[config.mk]
export PLATFORM = sky130hd
export DESIGN_NAME = age_counter_cache_replacement_flat
export DESIGN_NICKNAME = d
export VERILOG_FILES = /design/src/rtl/acr_pkg.sv /design/src/rtl/acr_req_if.sv /design/src/rtl/acr_rsp_if.sv /design/src/rtl/age_counter_cache_replacement.sv /design/src/flat_wrapper.sv
export SDC_FILE = /design/constraint.sdc
export NUM_CORES = 1
export LEC_CHECK = 0
export ABC_AREA = 0
export BUFFER_PORTS_ARGS = -buffer_cell sky130_fd_sc_hd__buf_2
export CAP_MARGIN = 20
export CORE_MARGIN = 2
export CORE_UTILIZATION = 62
export CTS_BUF_LIST = sky130_fd_sc_hd__clkbuf_2
export DETAILED_ROUTE_END_ITERATION = 7
export GPL_TIMING_DRIVEN = 0
export PLACE_DENSITY = 0.88
export SYNTH_ARGS = -nofsm -noshare
export SYNTH_HDL_FRONTEND = slang
export SYNTH_SLANG_ARGS = --single-unit
[constraint.sdc]
create_clock -name clock -period 8.8 [get_ports clock]
set_input_delay 0.44 -clock clock [delete_from_list [all_inputs] [get_ports clock]]
set_output_delay 0.44 -clock clock [all_outputs]
set_load 0.02 [all_outputs]
[src/rtl/acr_pkg.sv]
// Shared constants and types for the age counter replacement table.
package acr_pkg;

   localparam int NUM_ENTRIES = 8;
   localparam int KEY_WIDTH   = 32;
   localparam int AGE_WIDTH   = 16;
   localparam int IDX_WIDTH   = (NUM_ENTRIES > 1) ? $clog2(NUM_ENTRIES) : 1;
   localparam int LEN_WIDTH   = 21;
   localparam int IN_KEY_WIDTH  = 32;
   localparam int OUT_IDX_WIDTH = 6;

   localparam logic [LEN_WIDTH-1:0] SIZE_LIMIT_RESET = LEN_WIDTH'(1049000);

   localparam logic KIND_LOOKUP = 1'b0;
   localparam logic KIND_INSERT = 1'b1;

   typedef logic [KEY_WIDTH-1:0]     tag_type;
   typedef logic [AGE_WIDTH-1:0]     age_type;
   typedef logic [LEN_WIDTH-1:0]     len_type;
   typedef logic [IDX_WIDTH-1:0]     idx_type;
   typedef logic [OUT_IDX_WIDTH-1:0] out_idx_type;
   typedef logic [IN_KEY_WIDTH-1:0]  in_key_type;

   typedef struct packed {
      tag_type tag;
      age_type age;
      len_type length;
   } entry_type;

endpackage

[src/rtl/acr_req_if.sv]
// Request channel: one lookup or insert word per handshake.
interface acr_req_if;
   logic                 valid;
   logic                 ready;
   logic                 kind;
   acr_pkg::in_key_type  key;
   acr_pkg::len_type     object_length;

   modport source (output valid, kind, key, object_length, input ready);
   modport sink   (input valid, kind, key, object_length, output ready);
endinterface

[src/rtl/acr_rsp_if.sv]
// Response channel: one result word per request.
interface acr_rsp_if;
   logic                 valid;
   logic                 ready;
   logic                 hit;
   logic                 stored;
   acr_pkg::out_idx_type entry_index;
   acr_pkg::len_type     hit_length;

   modport source (output valid, hit, stored, entry_index, hit_length, input ready);
   modport sink   (input valid, hit, stored, entry_index, hit_length, output ready);
endinterface

[src/rtl/age_counter_cache_replacement.sv]
// Fully associative tag table with saturating age counters and oldest-entry replacement.
// The single read port of the entry memory walks one entry per cycle during the scan, with
// ages written back behind it on a lookup.
// A rejected insert skips the scan. One request is in flight at a time; the next is
// accepted once the response word has been loaded into the output register.
// Reset: synchronous, active high; clears all valid bits and loads size_limit with 1049000.
module age_counter_cache_replacement (
   input  logic                 clock,
   input  logic                 reset,
   acr_req_if.sink              req_ch,
   acr_rsp_if.source            rsp_ch,
   input  logic                 csr_wr_en,
   input  acr_pkg::len_type     csr_wr_data
);

   typedef enum logic [2:0] {
      ST_IDLE   = 3'b001,
      ST_SCAN   = 3'b010,
      ST_FINISH = 3'b100
   } state_type;

   localparam acr_pkg::idx_type LAST_IDX = acr_pkg::idx_type'(acr_pkg::NUM_ENTRIES - 1);

   state_type state_ff, state_in;
   logic [acr_pkg::NUM_ENTRIES-1:0] valid_bits_ff, valid_bits_in;
   acr_pkg::len_type  size_limit_ff, size_limit_in;
   logic              issue_ff, issue_in;
   logic              pend_ff, pend_in;
   logic              rsp_valid_ff, rsp_valid_in;

   acr_pkg::idx_type  cnt_ff, cnt_in;
   acr_pkg::idx_type  pend_idx_ff, pend_idx_in;
   logic              free_found_ff, free_found_in;
   acr_pkg::idx_type  free_idx_ff, free_idx_in;
   acr_pkg::age_type  best_age_ff, best_age_in;
   acr_pkg::idx_type  victim_ff, victim_in;
   logic              kind_ff, kind_in;
   acr_pkg::tag_type  key_ff, key_in;
   acr_pkg::len_type  len_ff, len_in;
   logic              hit_ff, hit_in;
   logic              stored_ff, stored_in;
   acr_pkg::idx_type  res_idx_ff, res_idx_in;
   acr_pkg::len_type  hlen_ff, hlen_in;
   logic              rsp_hit_ff, rsp_hit_in;
   logic              rsp_stored_ff, rsp_stored_in;
   acr_pkg::out_idx_type rsp_idx_ff, rsp_idx_in;
   acr_pkg::len_type  rsp_len_ff, rsp_len_in;

   acr_pkg::entry_type entry_mem_ff [acr_pkg::NUM_ENTRIES];
   acr_pkg::entry_type rd_data_ff;
   logic               rd_en;
   acr_pkg::idx_type   rd_addr;
   logic               wr_en;
   acr_pkg::idx_type   wr_addr;
   acr_pkg::entry_type wr_data;

   logic             rsp_free;
   logic             scan_done;
   acr_pkg::idx_type victim_sel;

   assign req_ch.ready       = (state_ff == ST_IDLE);
   assign rsp_ch.valid       = rsp_valid_ff;
   assign rsp_ch.hit         = rsp_hit_ff;
   assign rsp_ch.stored      = rsp_stored_ff;
   assign rsp_ch.entry_index = rsp_idx_ff;
   assign rsp_ch.hit_length  = rsp_len_ff;

   assign rsp_free   = !rsp_valid_ff || rsp_ch.ready;
   assign scan_done  = (state_ff == ST_SCAN) && !issue_ff && !pend_ff;
   assign victim_sel = free_found_ff ? free_idx_ff : victim_ff;

   always_comb begin
      state_in      = state_ff;
      valid_bits_in = valid_bits_ff;
      size_limit_in = csr_wr_en ? csr_wr_data : size_limit_ff;
      issue_in      = issue_ff;
      pend_in       = pend_ff;
      rsp_valid_in  = rsp_valid_ff && !rsp_ch.ready;
      cnt_in        = cnt_ff;
      pend_idx_in   = pend_idx_ff;
      free_found_in = free_found_ff;
      free_idx_in   = free_idx_ff;
      best_age_in   = best_age_ff;
      victim_in     = victim_ff;
      kind_in       = kind_ff;
      key_in        = key_ff;
      len_in        = len_ff;
      hit_in        = hit_ff;
      stored_in     = stored_ff;
      res_idx_in    = res_idx_ff;
      hlen_in       = hlen_ff;
      rsp_hit_in    = rsp_hit_ff;
      rsp_stored_in = rsp_stored_ff;
      rsp_idx_in    = rsp_idx_ff;
      rsp_len_in    = rsp_len_ff;
      rd_en         = 1'b0;
      rd_addr       = cnt_ff;
      wr_en         = 1'b0;
      wr_addr       = pend_idx_ff;
      wr_data       = rd_data_ff;

      unique case (state_ff)
         ST_IDLE: begin
            if (req_ch.valid) begin
               kind_in       = req_ch.kind;
               key_in        = acr_pkg::tag_type'(req_ch.key);
               len_in        = req_ch.object_length;
               hit_in        = 1'b0;
               stored_in     = 1'b0;
               res_idx_in    = '0;
               hlen_in       = '0;
               cnt_in        = '0;
               issue_in      = 1'b1;
               pend_in       = 1'b0;
               free_found_in = 1'b0;
               free_idx_in   = '0;
               best_age_in   = '0;
               victim_in     = '0;
               if (req_ch.kind == acr_pkg::KIND_INSERT &&
                   req_ch.object_length > size_limit_ff) begin
                  state_in = ST_FINISH;
               end else begin
                  state_in = ST_SCAN;
               end
            end
         end
         ST_SCAN: begin
            pend_in = 1'b0;
            if (issue_ff) begin
               if (valid_bits_ff[cnt_ff]) begin
                  rd_en       = 1'b1;
                  pend_in     = 1'b1;
                  pend_idx_in = cnt_ff;
                  if (cnt_ff == LAST_IDX) begin
                     issue_in = 1'b0;
                  end else begin
                     cnt_in = cnt_ff + 1'b1;
                  end
               end else begin
                  issue_in      = 1'b0;
                  free_found_in = 1'b1;
                  free_idx_in   = cnt_ff;
               end
            end
            if (pend_ff) begin
               if (kind_ff == acr_pkg::KIND_LOOKUP) begin
                  wr_en = 1'b1;
                  if (rd_data_ff.tag == key_ff) begin
                     wr_data.age = '0;
                     hit_in      = 1'b1;
                     res_idx_in  = pend_idx_ff;
                     hlen_in     = rd_data_ff.length;
                  end else if (rd_data_ff.age != '1) begin
                     wr_data.age = rd_data_ff.age + 1'b1;
                  end
               end else if (rd_data_ff.age > best_age_ff) begin
                  best_age_in = rd_data_ff.age;
                  victim_in   = pend_idx_ff;
               end
            end
            if (scan_done) begin
               state_in = ST_FINISH;
               if (kind_ff == acr_pkg::KIND_INSERT) begin
                  wr_en                     = 1'b1;
                  wr_addr                   = victim_sel;
                  wr_data.tag               = key_ff;
                  wr_data.age               = '0;
                  wr_data.length            = len_ff;
                  valid_bits_in[victim_sel] = 1'b1;
                  stored_in                 = 1'b1;
                  res_idx_in                = victim_sel;
               end
            end
         end
         ST_FINISH: begin
            if (rsp_free) begin
               rsp_valid_in  = 1'b1;
               rsp_hit_in    = hit_ff;
               rsp_stored_in = stored_ff;
               rsp_idx_in    = acr_pkg::out_idx_type'(res_idx_ff);
               rsp_len_in    = hlen_ff;
               state_in      = ST_IDLE;
            end
         end
         default: begin
            state_in = ST_IDLE;
         end
      endcase
   end

   always_ff @(posedge clock) begin
      if (reset) begin
         state_ff      <= ST_IDLE;
         valid_bits_ff <= '0;
         size_limit_ff <= acr_pkg::SIZE_LIMIT_RESET;
         issue_ff      <= 1'b0;
         pend_ff       <= 1'b0;
         rsp_valid_ff  <= 1'b0;
      end else begin
         state_ff      <= state_in;
         valid_bits_ff <= valid_bits_in;
         size_limit_ff <= size_limit_in;
         issue_ff      <= issue_in;
         pend_ff       <= pend_in;
         rsp_valid_ff  <= rsp_valid_in;
      end
   end

   always_ff @(posedge clock) begin
      cnt_ff        <= cnt_in;
      pend_idx_ff   <= pend_idx_in;
      free_found_ff <= free_found_in;
      free_idx_ff   <= free_idx_in;
      best_age_ff   <= best_age_in;
      victim_ff     <= victim_in;
      kind_ff       <= kind_in;
      key_ff        <= key_in;
      len_ff        <= len_in;
      hit_ff        <= hit_in;
      stored_ff     <= stored_in;
      res_idx_ff    <= res_idx_in;
      hlen_ff       <= hlen_in;
      rsp_hit_ff    <= rsp_hit_in;
      rsp_stored_ff <= rsp_stored_in;
      rsp_idx_ff    <= rsp_idx_in;
      rsp_len_ff    <= rsp_len_in;
   end

   always_ff @(posedge clock) begin
      if (wr_en) begin
         entry_mem_ff[wr_addr] <= wr_data;
      end
      if (rd_en) begin
         rd_data_ff <= entry_mem_ff[rd_addr];
      end
   end

   a_pend_in_scan: assert property (@(posedge clock) disable iff (reset)
      pend_ff |-> (state_ff == ST_SCAN))
      else $error("read data pending outside the scan");

   a_insert_sets_valid: assert property (@(posedge clock) disable iff (reset)
      (scan_done && kind_ff == acr_pkg::KIND_INSERT) |=> valid_bits_ff[$past(victim_sel)])
      else $error("written entry not marked valid");

   a_valid_grows: assert property (@(posedge clock) disable iff (reset)
      ($past(valid_bits_ff) & ~valid_bits_ff) == '0)
      else $error("valid bit dropped");

   a_hit_excl_stored: assert property (@(posedge clock) disable iff (reset)
      rsp_valid_ff |-> !(rsp_hit_ff && rsp_stored_ff))
      else $error("response reports both hit and store");

endmodule

[src/flat_wrapper.sv]
// flat-port wrapper written by rule: the top's interface ports become plain ports
module age_counter_cache_replacement_flat 
  (clock, reset, csr_wr_en, csr_wr_data, req_ch_valid, req_ch_kind, req_ch_key, req_ch_object_length, req_ch_ready, rsp_ch_valid, rsp_ch_hit, rsp_ch_stored, rsp_ch_entry_index, rsp_ch_hit_length, rsp_ch_ready);
  acr_req_if req_ch_i ();
  acr_rsp_if rsp_ch_i ();
  input  logic clock;
  input  logic reset;
  input  logic csr_wr_en;
  input  acr_pkg::len_type csr_wr_data;
  input wire logic [$bits(req_ch_i.valid)-1:0] req_ch_valid;
  input wire logic [$bits(req_ch_i.kind)-1:0] req_ch_kind;
  input wire logic [$bits(req_ch_i.key)-1:0] req_ch_key;
  input wire logic [$bits(req_ch_i.object_length)-1:0] req_ch_object_length;
  output wire logic [$bits(req_ch_i.ready)-1:0] req_ch_ready;
  output wire logic [$bits(rsp_ch_i.valid)-1:0] rsp_ch_valid;
  output wire logic [$bits(rsp_ch_i.hit)-1:0] rsp_ch_hit;
  output wire logic [$bits(rsp_ch_i.stored)-1:0] rsp_ch_stored;
  output wire logic [$bits(rsp_ch_i.entry_index)-1:0] rsp_ch_entry_index;
  output wire logic [$bits(rsp_ch_i.hit_length)-1:0] rsp_ch_hit_length;
  input wire logic [$bits(rsp_ch_i.ready)-1:0] rsp_ch_ready;
  assign req_ch_i.valid = req_ch_valid;
  assign req_ch_i.kind = req_ch_kind;
  assign req_ch_i.key = req_ch_key;
  assign req_ch_i.object_length = req_ch_object_length;
  assign req_ch_ready = req_ch_i.ready;
  assign rsp_ch_valid = rsp_ch_i.valid;
  assign rsp_ch_hit = rsp_ch_i.hit;
  assign rsp_ch_stored = rsp_ch_i.stored;
  assign rsp_ch_entry_index = rsp_ch_i.entry_index;
  assign rsp_ch_hit_length = rsp_ch_i.hit_length;
  assign rsp_ch_i.ready = rsp_ch_ready;
  age_counter_cache_replacement u_core (.clock(clock), .reset(reset), .req_ch(req_ch_i), .rsp_ch(rsp_ch_i), .csr_wr_en(csr_wr_en), .csr_wr_data(csr_wr_data));
endmodule
== Yosys cells after proc, flatten, opt, wreduce, memory -nomap -nowiden ==
Memory sizes are Yosys's and may differ from the RTL's. A register that Yosys moved wholly into a read port is not among the register bits.
Index checks and enable logic that the tools add are counted.
W data, S select, Z words.
Storage, ports and cells
  register bits after elaboration: 170
  output and inout port bits: 31
  bits in writable memories: 552
  logic and storage cells: 149
  memories: 1
Cells by class
  $lt $le $gt $ge: 5
  bitwise gates (word level): 1
  equality and inequality tests: 18
  mux-type cells: 77
  reduce and logical (&&, ||, !) cells: 22
  add/sub/neg operators: 2
Memories
  u_core.entry_mem_ff: depth 8, width 69, rd ports 1, clocked after Yosys merged registers in 1, write ports 1, RTL line age_counter_cache_replacement.sv:49  | acr_pkg::entry_type entry_mem_ff [acr_pkg::NUM_ENTRIES];
Operator list (number)
  $mux W69: 3
  $mux W16: 8
  $mux W21: 4
  $mux W3: 22
  $pmux W21 S2: 1
  $eq A32 B32 Y1: 1
  $pmux W16 S2: 1
  $mux W1: 26
  $pmux W3 S2: 4
  $gt A21 B21 Y1: 1
  $add A16 B1 Y16 const B: 1
  $gt A16 B16 Y1: 1
  $ne A16 B16 Y1 const B: 1
  $reduce_and A5 Y1: 3
  $ne A2 B2 Y1 const B: 7
  $ne A2 B1 Y1 const B: 5
  $pmux W1 S2: 5
  $pmux W3 S3: 1
  $reduce_and A3 Y1: 3
  $lt A3 B4 Y1 const B: 2
  $or A8 B8 Y8: 1
  $reduce_and A4 Y1: 2
  $eq A3 B3 Y1 const B: 2
  $reduce_and A2 Y1: 3
  other kinds (10): 17

== Logic depth before layout (Yosys ltp) ==
  depth in word-level cells: 8
  mapped depth: 9

== Least setup slack after synthesis ==
No wires, ideal clock.
  path kind: register -> register
  start: register u_core.state_ff[2]
  end: memory u_core.entry_mem_ff[7][0] in the netlist's numbering (enable)
  path buffers: 1
  clock period less this slack: 6.676 ns
  library setup time: 0.581 ns
  data arrival time: 6.095 ns
  setup slack: 2.124 ns
  data required time: 8.219 ns
  cell stages (with the launch flop): 9
  cell sequence: dfxtp_1 -> nor2_1 -> nand2_2 -> inv_2 -> clkbuf_8 -> nand3_1 -> nor2_1 -> a21oi_1 -> nor3_1
On the way
  longest elaborated chain between the ends: 7
RTL lines
  start: declaration: RTL line age_counter_cache_replacement.sv:24  | state_type state_ff, state_in;
  start signal: assignment: RTL line age_counter_cache_replacement.sv:200  | state_ff <= state_in;
  $eq A3 B2 Y1 (*): RTL line age_counter_cache_replacement.sv:69, age_counter_cache_replacement.sv:102
  $logic_and A1 B1 Y1 (2 in a row): RTL line age_counter_cache_replacement.sv:69  | assign scan_done = (state_ff == ST_SCAN) && !issue_ff && !pend_ff;
  $mux W1: RTL line age_counter_cache_replacement.sv:161  | if (scan_done) begin
  $mux W1: RTL line age_counter_cache_replacement.sv:102  | unique case (state_ff)
  $mux W1: RTL line age_counter_cache_replacement.sv:230  | if (wr_en) begin
  $mux W1 (implied by the code): RTL line age_counter_cache_replacement.sv:231  | entry_mem_ff[wr_addr] <= wr_data;
  end: declaration: RTL line age_counter_cache_replacement.sv:49
Every way passes the cells marked *; elsewhere a longest branch is shown, timed or not.

== Final worst setup path ==
  start: register u_core.kind_ff
  end: memory u_core.entry_mem_ff[6][53] in the netlist's numbering (enable)
On the way
  longest elaborated chain between the ends: 7
RTL lines
  start: declaration: RTL line age_counter_cache_replacement.sv:37  | logic kind_ff, kind_in;
  start signal: assignment: RTL line age_counter_cache_replacement.sv:216  | kind_ff <= kind_in;
  $mux W1: RTL line age_counter_cache_replacement.sv:146  | if (kind_ff == acr_pkg::KIND_LOOKUP) begin
  $mux W1: RTL line age_counter_cache_replacement.sv:145  | if (pend_ff) begin
  $mux W1: RTL line age_counter_cache_replacement.sv:163  | if (kind_ff == acr_pkg::KIND_INSERT) begin
  $mux W1: RTL line age_counter_cache_replacement.sv:161
  $mux W1: RTL line age_counter_cache_replacement.sv:102
  $mux W1: RTL line age_counter_cache_replacement.sv:230
  $mux W1 (implied by the code): RTL line age_counter_cache_replacement.sv:231
Several ways; a longest one is shown, not always the timed one.

==> metrics.txt <==
worst min path class in -> reg; Hold Crit Start reset; Worst path top cell family by delay simple AND/OR/NAND/NOR gates; Worst-Margin Slew 1150 ps; f_max approximately 240 MHz; crit path kind reg -> reg; Pre-antenna DRT Iters 8; All-Layer GR Usage between 40% and 50%; VDD IR max 0.188 mV; clk_skew between 200 and 250 ps; r2r setup slk 4670 ps; top-area cell type share of the netlist area 72.5%; post-synthesis sequential area ratio around 75%; most common cell after layout, fill and taps aside edfxtp_1; PortBufs 105; CTS clk-pin slew, worst paths between 300 and 400 ps; Die Y 229 µm; total clock sinks 791; Synth cell types 63; Avg WL per Cell 32.7 µm; violated checks DRC; Crit path depth 11; WL final between 100 and 150 mm; row count 82; Data required, critical path ~9900 ps; TritonCTS Buffers between 150 and 200; crit path cell chain nand2b_1, buf_6, nor2_2, a21oi_1, nor3_2, buf_6, buf_8, buf_6, buf_8, buf_6, buf_6; io pins 111; CP max stage delay 810 ps; RePlAce Congestion 0.893; DRT iter0 DRCs 3,847; Hold WS 25.3 ps; Synth Area in Adders roughly 1.6%; Critical Path Source Type flop; top cells by area, synth edfxtp_1 72%, mux4_2 10%, mux2_2 2.5%; Leak ~13 nW; commonest non-fill, non-tap cells in the layout 756 x edfxtp_1, 280 x clkbuf_2, 197 x dlygate4sd3_1; largest net degree at the start of global routing 33; Area Overhead vs Synth 19.3%; final setup vio count 0; hold buffer count at cts 197; die width 229 µm; status finished with violations; antenna violations before repair 21; vias 20.9k; post_cts resized 0; MaxCap Viol Count 0; Worst R2R Path Depth 11; Worst path slowest cell nor3_2; peak fanout along the critical path 10; Mapped Cells 1,706; largest family of logic cells by synthesized area multiplexers; root buffer cell clkbuf_2; core area around 0.05 mm²; crit end category flop; Detailed Place HPWL 46.6 mm; Fin. Hold Viols 0; global route overflow 0; reg2reg start u_core.kind_ff; vias in the first global route roughly 21k; ratio of cells with drive above 1 in the final layout 30.0%; DRC errors left 2; async set-reset flop share out of synthesis 0%; crit path from u_core.kind_ff; CTS tree done; nets around 2.4k; Synth Area in Compound Gates 2.05%; initial core utilization 62.7%; Via-to-Cell Ratio 6.79; arrival time worst endpoint 5200 ps; Reg-to-Reg End u_core.entry_mem_ff[6][53]; Mapped Area 0.0313 mm²; H-Tree Depth 4; first-pass GRT wire length 146 mm; post-synthesis xor/xnor area fraction 0.895%; Clk Latency, worst-skew pair 1510 ps; simple-gate share of the synthesized area roughly 5.6%; P per Cell Area 199 mW/mm²; Post-synth EDFFs 756; Setup Buffers After CTS 0; Max-slew headroom a little under a quarter; Pwr Total 7.42 mW; Bufs and invs on worst path 7; syn avg cell area 18.4 µm²; synthesized flop and latch total 791; post-synthesis mux area share a little over an eighth; ANT nets after route 0; crit path to u_core.entry_mem_ff[6][53]; DIE AREA between 0.05 and 0.06 mm²; critical path's most frequent cell buf_6; RSZ-0062 raised after global routing false; main flop type after synthesis edfxtp_1; minimum clock period after layout 4130 ps; clock buffer depth 3; Final Slew Violations 0; leading area contributor after synthesis edfxtp_1; Yosys Warn Count 0; Tcrit/Tclk final 47.0%
-- Yosys cell counts (3+ instances only) --
master and count:
a211oi_1 5, a21o_1 3, a21oi_1 29, a31oi_1 15, and2_1 42, buf_1 9, buf_2 24, buf_4 5
buf_6 3, clkbuf_1 33, dfxtp_1 35, edfxtp_1 756, ha_1 40, inv_1 49, mux2_2 69, mux2i_1 26
mux4_2 140, nand2_1 195, nand2b_1 4, nand3_1 12, nand4_1 21, nor2_1 67, nor2_2 3, nor2b_1 5
nor3_1 8, nor4_1 5, o211ai_1 7, o21ai_0 18, o21ai_1 3, o22ai_1 4, xnor2_1 32
-- cell type report --
type	count	area [µm²]
Tap cell	672	841
Inverter	50	188
Sequential cell	791	23400
Antenna cell	13	32.5
Buffer	75	363
Fill cell	2492	12600
Timing Repair Buffer	348	3290
Clock inverter	48	388
Clock buffer	280	1400
Multi-Input combinational cell	792	7450
-- layer usage --
metal | vias to the layer above | GRT usage, % | routed length [µm]
li1 | 7873 | - | -
met1 | 9879 | 45.0 | 30000
met2 | 2380 | 61.1 | 47400
met3 | 706 | 18.7 | 14600
met4 | 14 | 28.0 | 8450
met5 | - | 0.276 | 94
-- worst min path at each step --
stage,end,slack (ps),cells after the start
2_1_floorplan,u_core.rsp_ch.hit,400,0
3_3_place_gp,u_core.rsp_ch.hit_length[0],400,0
3_5_place_dp,u_core.rsp_ch.hit,410,0
4_1_cts,u_core.valid_bits_ff[2],9,3
5_1_grt,u_core.valid_bits_ff[0],90,3
6_report,u_core.valid_bits_ff[0],30,3
-- state kept, by name, indices dropped and copies added, names as in the netlist, 3 cells and up --
| name | cells |
|---|---|
| u_core.rsp_ch.hit_length | 21 |
| u_core.entry_mem_ff | 552 |
| u_core.res_idx_ff | 3 |
| u_core.best_age_ff | 16 |
| u_core.rd_data_ff | 69 |
| u_core.key_ff | 32 |
| u_core.victim_ff | 3 |
| u_core.len_ff | 21 |
| u_core.state_ff | 3 |
| u_core.free_idx_ff | 3 |
| u_core.valid_bits_ff | 8 |
| u_core.hlen_ff | 21 |
| u_core.cnt_ff | 3 |
| u_core.pend_idx_ff | 3 |
| u_core.size_limit_ff | 21 |
| u_core.rsp_ch.entry_index | 3 |
-- worst register-to-register path, cell delays in order (launching register included) --
cell	delay, ps
edfxtp_1	610
nand2b_1	240
buf_6	170
nor2_2	360
a21oi_1	370
nor3_2	810
buf_6	290
buf_8	190
buf_6	180
buf_8	170
buf_6	150
buf_6	160
-- logic make-up (layout without fill, tap and decap cells) --
logic type | Yosys count | count (layout)
flops | 791 | 791
mux | 235 | 235
buf+inv | 125 | 801
fa+ha+maj | 40 | 40
simple gates | 380 | 380
other cells | 1 | 16
compound gates | 102 | 102
xor+xnor | 32 | 32
-- metrics by stage --
stage	util [%]	std cells	setup slack (ps)	setup TNS [ps]	instance area (µm²)
detailed placement	67.1	2528	5060	0	33500
finish	74.8	3069	4670	0	37400
CTS	74.6	3053	4980	0	37300
global placement	65.4	2485	-3090	-416010	32700
global route	74.7	3061	4660	0	37300
floorplan	-	1708	2120	0	31300
-- where the power goes --
group / internal [mW] / switching [mW]
combinational: 0.243 / 0.286
clock: 1.05 / 1.65
sequential: 4.15 / 0.0388
No activity file was read; power rests on OpenSTA's default activity.
